[src/hs_pkg.sv]
package hs_pkg;

    // Element width is fixed by the item format
    localparam int DATA_WIDTH = 32;
    localparam int MAX_ELEMENTS_DEF = 64;

    typedef logic signed [DATA_WIDTH-1:0] data_t;

    // One input item
    typedef struct packed {
        data_t value;
        logic  final_item;
    } in_item_t;

    // One result item
    typedef struct packed {
        data_t sorted_value;
        logic  final_result;
    } out_item_t;

    // Occupied flag and element, as held in a cell or passed along the chain
    typedef struct packed {
        logic  vld;
        data_t data;
    } slot_t;

    // Control state of the sorter
    typedef enum logic [2:0] {
        ST_LOAD  = 3'b001,
        ST_DRAIN = 3'b010,
        ST_EMIT  = 3'b100
    } state_t;

endpackage

[src/hs_cell.sv]
module hs_cell (
    input  logic          clk,
    input  logic          rst_n,
    input  hs_pkg::slot_t ins,
    input  logic          shift,
    input  hs_pkg::slot_t right,
    output hs_pkg::slot_t own,
    output hs_pkg::slot_t pass
);

    logic          vld_reg;
    logic          vld_next;
    hs_pkg::data_t data_reg;
    hs_pkg::data_t data_next;
    logic          pass_vld_reg;
    logic          pass_vld_next;
    hs_pkg::data_t pass_data_reg;
    hs_pkg::data_t pass_data_next;

    // Keep the smaller element, hand the larger one on; shift left on emit
    always_comb
    begin
        vld_next       = vld_reg;
        data_next      = data_reg;
        pass_vld_next  = 1'b0;
        pass_data_next = ins.data;
        if (shift)
        begin
            vld_next  = right.vld;
            data_next = right.data;
        end
        else if (ins.vld)
        begin
            if (!vld_reg)
            begin
                vld_next  = 1'b1;
                data_next = ins.data;
            end
            else if (ins.data < data_reg)
            begin
                data_next      = ins.data;
                pass_vld_next  = 1'b1;
                pass_data_next = data_reg;
            end
            else
            begin
                pass_vld_next = 1'b1;
            end
        end
    end

    // Control flags
    always_ff @(posedge clk or negedge rst_n)
    begin
        if (!rst_n)
        begin
            vld_reg      <= 1'b0;
            pass_vld_reg <= 1'b0;
        end
        else
        begin
            vld_reg      <= vld_next;
            pass_vld_reg <= pass_vld_next;
        end
    end

    // Element payload
    always_ff @(posedge clk)
    begin
        data_reg      <= data_next;
        pass_data_reg <= pass_data_next;
    end

    assign own.vld   = vld_reg;
    assign own.data  = data_reg;
    assign pass.vld  = pass_vld_reg;
    assign pass.data = pass_data_reg;

endmodule

[config.mk]
export PLATFORM = sky130hd
export DESIGN_NAME = hs_cell
export DESIGN_NICKNAME = d
export VERILOG_FILES = /design/src/hs_pkg.sv /design/src/hs_cell.sv
export SDC_FILE = /design/constraint.sdc
export NUM_CORES = 1
export LEC_CHECK = 0
export BUFFER_PORTS_ARGS = -buffer_cell sky130_fd_sc_hd__buf_2
export CORE_MARGIN = 8
export CORE_UTILIZATION = 50
export DETAILED_ROUTE_END_ITERATION = 16
export MAX_ROUTING_LAYER = met4
export PLACE_DENSITY = 0.89
export SLEW_MARGIN = 5
export SYNTH_ARGS = -nofsm -noshare
export SYNTH_HDL_FRONTEND = slang
export SYNTH_SLANG_ARGS = --single-unit
[constraint.sdc]
create_clock -name clk -period 11.45 [get_ports clk]
set_input_delay 0.5725 -clock clk [delete_from_list [all_inputs] [get_ports clk]]
set_output_delay 0.5725 -clock clk [all_outputs]
set_load 0.01 [all_outputs]
-- Yosys cells after proc, flatten, opt, wreduce, memory -nomap -nowiden
Cells that the tools add are included.
- flip-flop bits (word level): 66
- latch bits: 0
- RAM bits: 0
- memory bits (read-only): 0
- input port bits: 69
- output and inout port bits: 66
- logic and storage cells: 21
- memories kept: 0
- add/subtract/negate cells: 0
- $mul: 0
- divide/modulo/power cells: 0
- $lt $le $gt $ge: 1
- eq/ne operators: 1
- shift-type cells: 0
- mux-type cells: 13
- bitwise logic cells: 0
- reductions and logical operators: 2
- operators by type and width (operator ; count):
    2-to-1 mux 32 bit ; 8
    less-than comparator 32 bit ; 1
    2-to-1 mux 1 bit ; 5
    inequality test 3 x 2 -> 1 bit (second input constant) ; 1
    AND reduction 2 bit ; 1
    nonzero test 2 bit ; 1

-- Logic depth before layout (Yosys ltp)
- depth after elaboration: 5
- mapped depth: 11
- mapped depth without buffers: 9

-- Worst setup path after synthesis
No wires, ideal clock.
- path kind: in2reg
- from: input port ins[7] (netlist name)
- to: register data_reg[0], enable pin
- library setup time: 480 ps
- arrival time: 4567 ps
- data required time: 10970 ps
- slack: 6403 ps
- stages on the path: 8
- path through: ha_1 nand4_1 o311a_1 nor3_2 o31ai_2 buf_4 buf_6 a311oi_1
- longest elaborated chain between the ends: 3
- RTL lines (item ; RTL line ; RTL):
    from (decl) ; hs_cell.sv:4 ; input hs_pkg::slot_t ins,
    less-than comparator 32 bit ; hs_cell.sv:39 ; else if (ins.data < data_reg)
    inequality test 3 x 2 -> 1 bit (no source line) ; - ;
    AND reduction 2 bit (no source line) ; - ;
    to (signal assigned) ; hs_cell.sv:70 ; data_reg <= data_next;
    to (decl) ; hs_cell.sv:13 ; hs_pkg::data_t data_reg;
No other way between the ends.
A chain may end at the register's enable or synchronous reset.

-- Worst setup path after layout
- from: register data_reg[31]
- to: register data_reg[20], enable pin
- longest elaborated chain between the ends: 3
- RTL lines (item ; RTL line):
    less-than comparator 32 bit ; hs_cell.sv:39
    inequality test 3 x 2 -> 1 bit (no source line) ; -
    AND reduction 2 bit (no source line) ; -
No other way between the ends.

==> flow_summary.toml <==
[outcome]
outcome = "finished clean"

[logic_synthesis]
synth_edf_count = 32
ys.flop_type = "edfxtp_1"
syn_area_per_cell_sq_um = 9.10
synth_area_leaders = "edfxtp_1 (21%), dfxtp_1 (14%), ha_1 (8.3%), mux2_2 (8.0%), nand3b_1 (5.1%)"
syn_area_sq_um = 4670
syn_inst = 513
netlist-cell-type-count = 40
yosysTopAreaCellShare_pct = 20.6
async_flop_share_pct = 3.03
synth_top_cell_by_area = "edfxtp_1"
yosys_warnings = 0
synth_nets = 613
ys_ff_latch = 66
synth_seq_area_share_pct = 35.4

[placed_design]
place.gp.congestion = 0.773
place_inst = 715
place_ws_ps = 7220
portBuffers = 134
dp_hpwl_um = 8580
postPlaceCellArea_sq_um = 5320

[drt]
viasPerCell = 5.91
final_antenna_net_count = 0
vias = 4321
drtIter0Drc = 239
post_drt_wl_per_cell_um = 17.1
drc_errors = 0
drt_wl_total_um = 12500
drt_first_pass_iters = 4

[timing]
slew_headroom_pct = 26.1
drv_slew = 0
fmax_ghz = 0.250
fin_ws_ps = 7450
final.setup_skew_ps = 12.8
setup_violations = 0
fin_crit_sh_pct = 34.9
hold_viol = 0
rsz0062_at_grt = "false"
whs_ps = 465
tightest_slew_ps = 1110
finalCriticalPeriod_ps = 4000
fin_setup_tns_ps = 0

[critical_path]
crit_type = "reg2reg"
cp_max_fo = 128
worstPathCellList = "inv_1 -> ha_4 -> nand4_1 -> nor2_1 -> a221o_1 -> a211oi_4 -> buf_4 -> a21oi_1 -> a311oi_4 -> buf_4"
endpoint_kind = "register"
cp.required_ps = 11420
cp.arrival_ps = 3970
timing.critical_path.mode_cell = "buf_4"
slowest_delay_ps = 740
startpoint_type = "register"
slowest_stage = "buf_4"

[layout]
regArea_sq_um = 1650
area_growth_pct = 17.4
multiInputGateArea_sq_um = 2710
postLayoutCellArea_sq_um = 5480
n_fill_cell = 763
final_common_cell = "buf_2"
diodes = 0
drive_above_1_share_pct = 31.9
stdcell_count = 731
nNetsFinal = 716
final_cell_mix = "buf_2 (134), a21oi_1 (45), nand2_1 (38), nand3_1 (34), mux2_2 (33)"

[worst_hold_path]
worst_hold_path_type = "in2reg"

[clocking]
cts-htree-levels = 3
root_buffer = "clkbuf_8"
cts-resized-gates = 0
cts.clk_slew.worst_paths_ps = 80
post_cts_buffers = 0
cts_sinks = 66
cts_buffers = 9
cts_tree = "done"
clock_path_buffers = 2
clock_latency_ps = 340

[floorplan]
die_area_sq_um = 12700
rows = 35
initial_core_util_pct = 51.0
die_w_um = 113
io_pins = 135
core_area_sq_um = 9150
fp.dieH_um = 113

[flow_run]
cap_violations = 0

[global_routing]
grt_usage_pct = 19.5
grt_max_degree = 129
grt_pass1_vias = 4335
overflow = 0
antenna_found_initial = 0
grt_pass1_wl_um = 20100

[power_and_ir_drop]
peakVddDrop_mv = 0.0672
leakagePower_nw = 2.46
powerDensity_nw_per_um2 = 130
-- kinds of logic after synthesis --
kind of cell | Yosys count | synth area share (%)
adders and majority gates | 31 | 8.30
muxes | 33 | 7.96
buffers and inverters | 79 | 7.47
AOI/OAI and AO/OA | 121 | 18.6
and+or+nand+nor | 183 | 22.3
DFF | 66 | 35.4
-- per-stage QoR --
stage | power, mW | util [%]
floorplan | 0.473 | -
global placement | 0.543 | 58.1
detailed placement | 0.557 | 58.1
CTS | 0.721 | 59.8
global route | 0.761 | 59.9
finish | 0.715 | 59.9
-- where the power goes --
group | internal (mW) | switching (mW)
Sequential | 0.287 | 0.0154
Combinational | 0.101 | 0.149
Clock | 0.0761 | 0.0861
-- per-layer routing --
layer / up-vias / global-route usage [%] / part of all wire (%)
met2: 152 / 32.1 / 50
met1: 2034 / 22.9 / 42
met3: 10 / 4.83 / 6.3
met5: - / - / 0
li1: 2125 / - / -
met4: 0 / 5.94 / 1.1
-- cell usage after synthesis (3+ instances only) --
cell type,n
a2bb2oi_2,8
buf_4,4
o21ai_0,4
a21oi_1,45
a2bb2oi_1,22
or3_1,30
edfxtp_1,32
buf_6,3
clkbuf_1,27
buf_2,12
a31oi_1,31
a21o_1,3
nand3b_1,32
ha_1,31
inv_1,32
nand2_1,38
mux2_2,33
and3_1,30
nor2_1,4
nand4_1,7
nand3_1,34
dfxtp_1,32
-- final timing paths --
check	from	cells past startpoint	slack [ps]	end
max in group asynchronous	rst_n	2	10800	pass_vld_reg
worst max register to register	data_reg[31]	10	7450	data_reg[20]
worst max-delay path	data_reg[31]	10	7450	data_reg[20]
worst min-delay path	right[32]	3	470	vld_reg
min in group asynchronous	rst_n	2	550	vld_reg
worst min register to register	data_reg[31]	1	540	pass_data_reg[31]
-- critical path, delay by kind of cell, from the launching register on --
family	cells	cell delay (ps)
compound gates	4	1020
flops	1	410
fa+ha+maj	1	460
buf+inv	3	1310
simple gates	2	360
-- repair_timing --
item                                    CTS  global route
hold buffers                              0             1
endpoints found under the setup margin    0             0
hold endpoints to repair                  0             2
-- final cells by class --
| type | instances | share of cell area, % |
|---|---|---|
| multi-input combinational | 368 | 49.4 |
| sequential | 66 | 30.1 |
| timing repair buffer | 139 | 13.0 |
| tap | 111 | 2.53 |
| clock buffer | 11 | 2.40 |
| inverter | 32 | 2.19 |
| clock inverter | 4 | 0.388 |
Power figures use the tool's default switching activity.
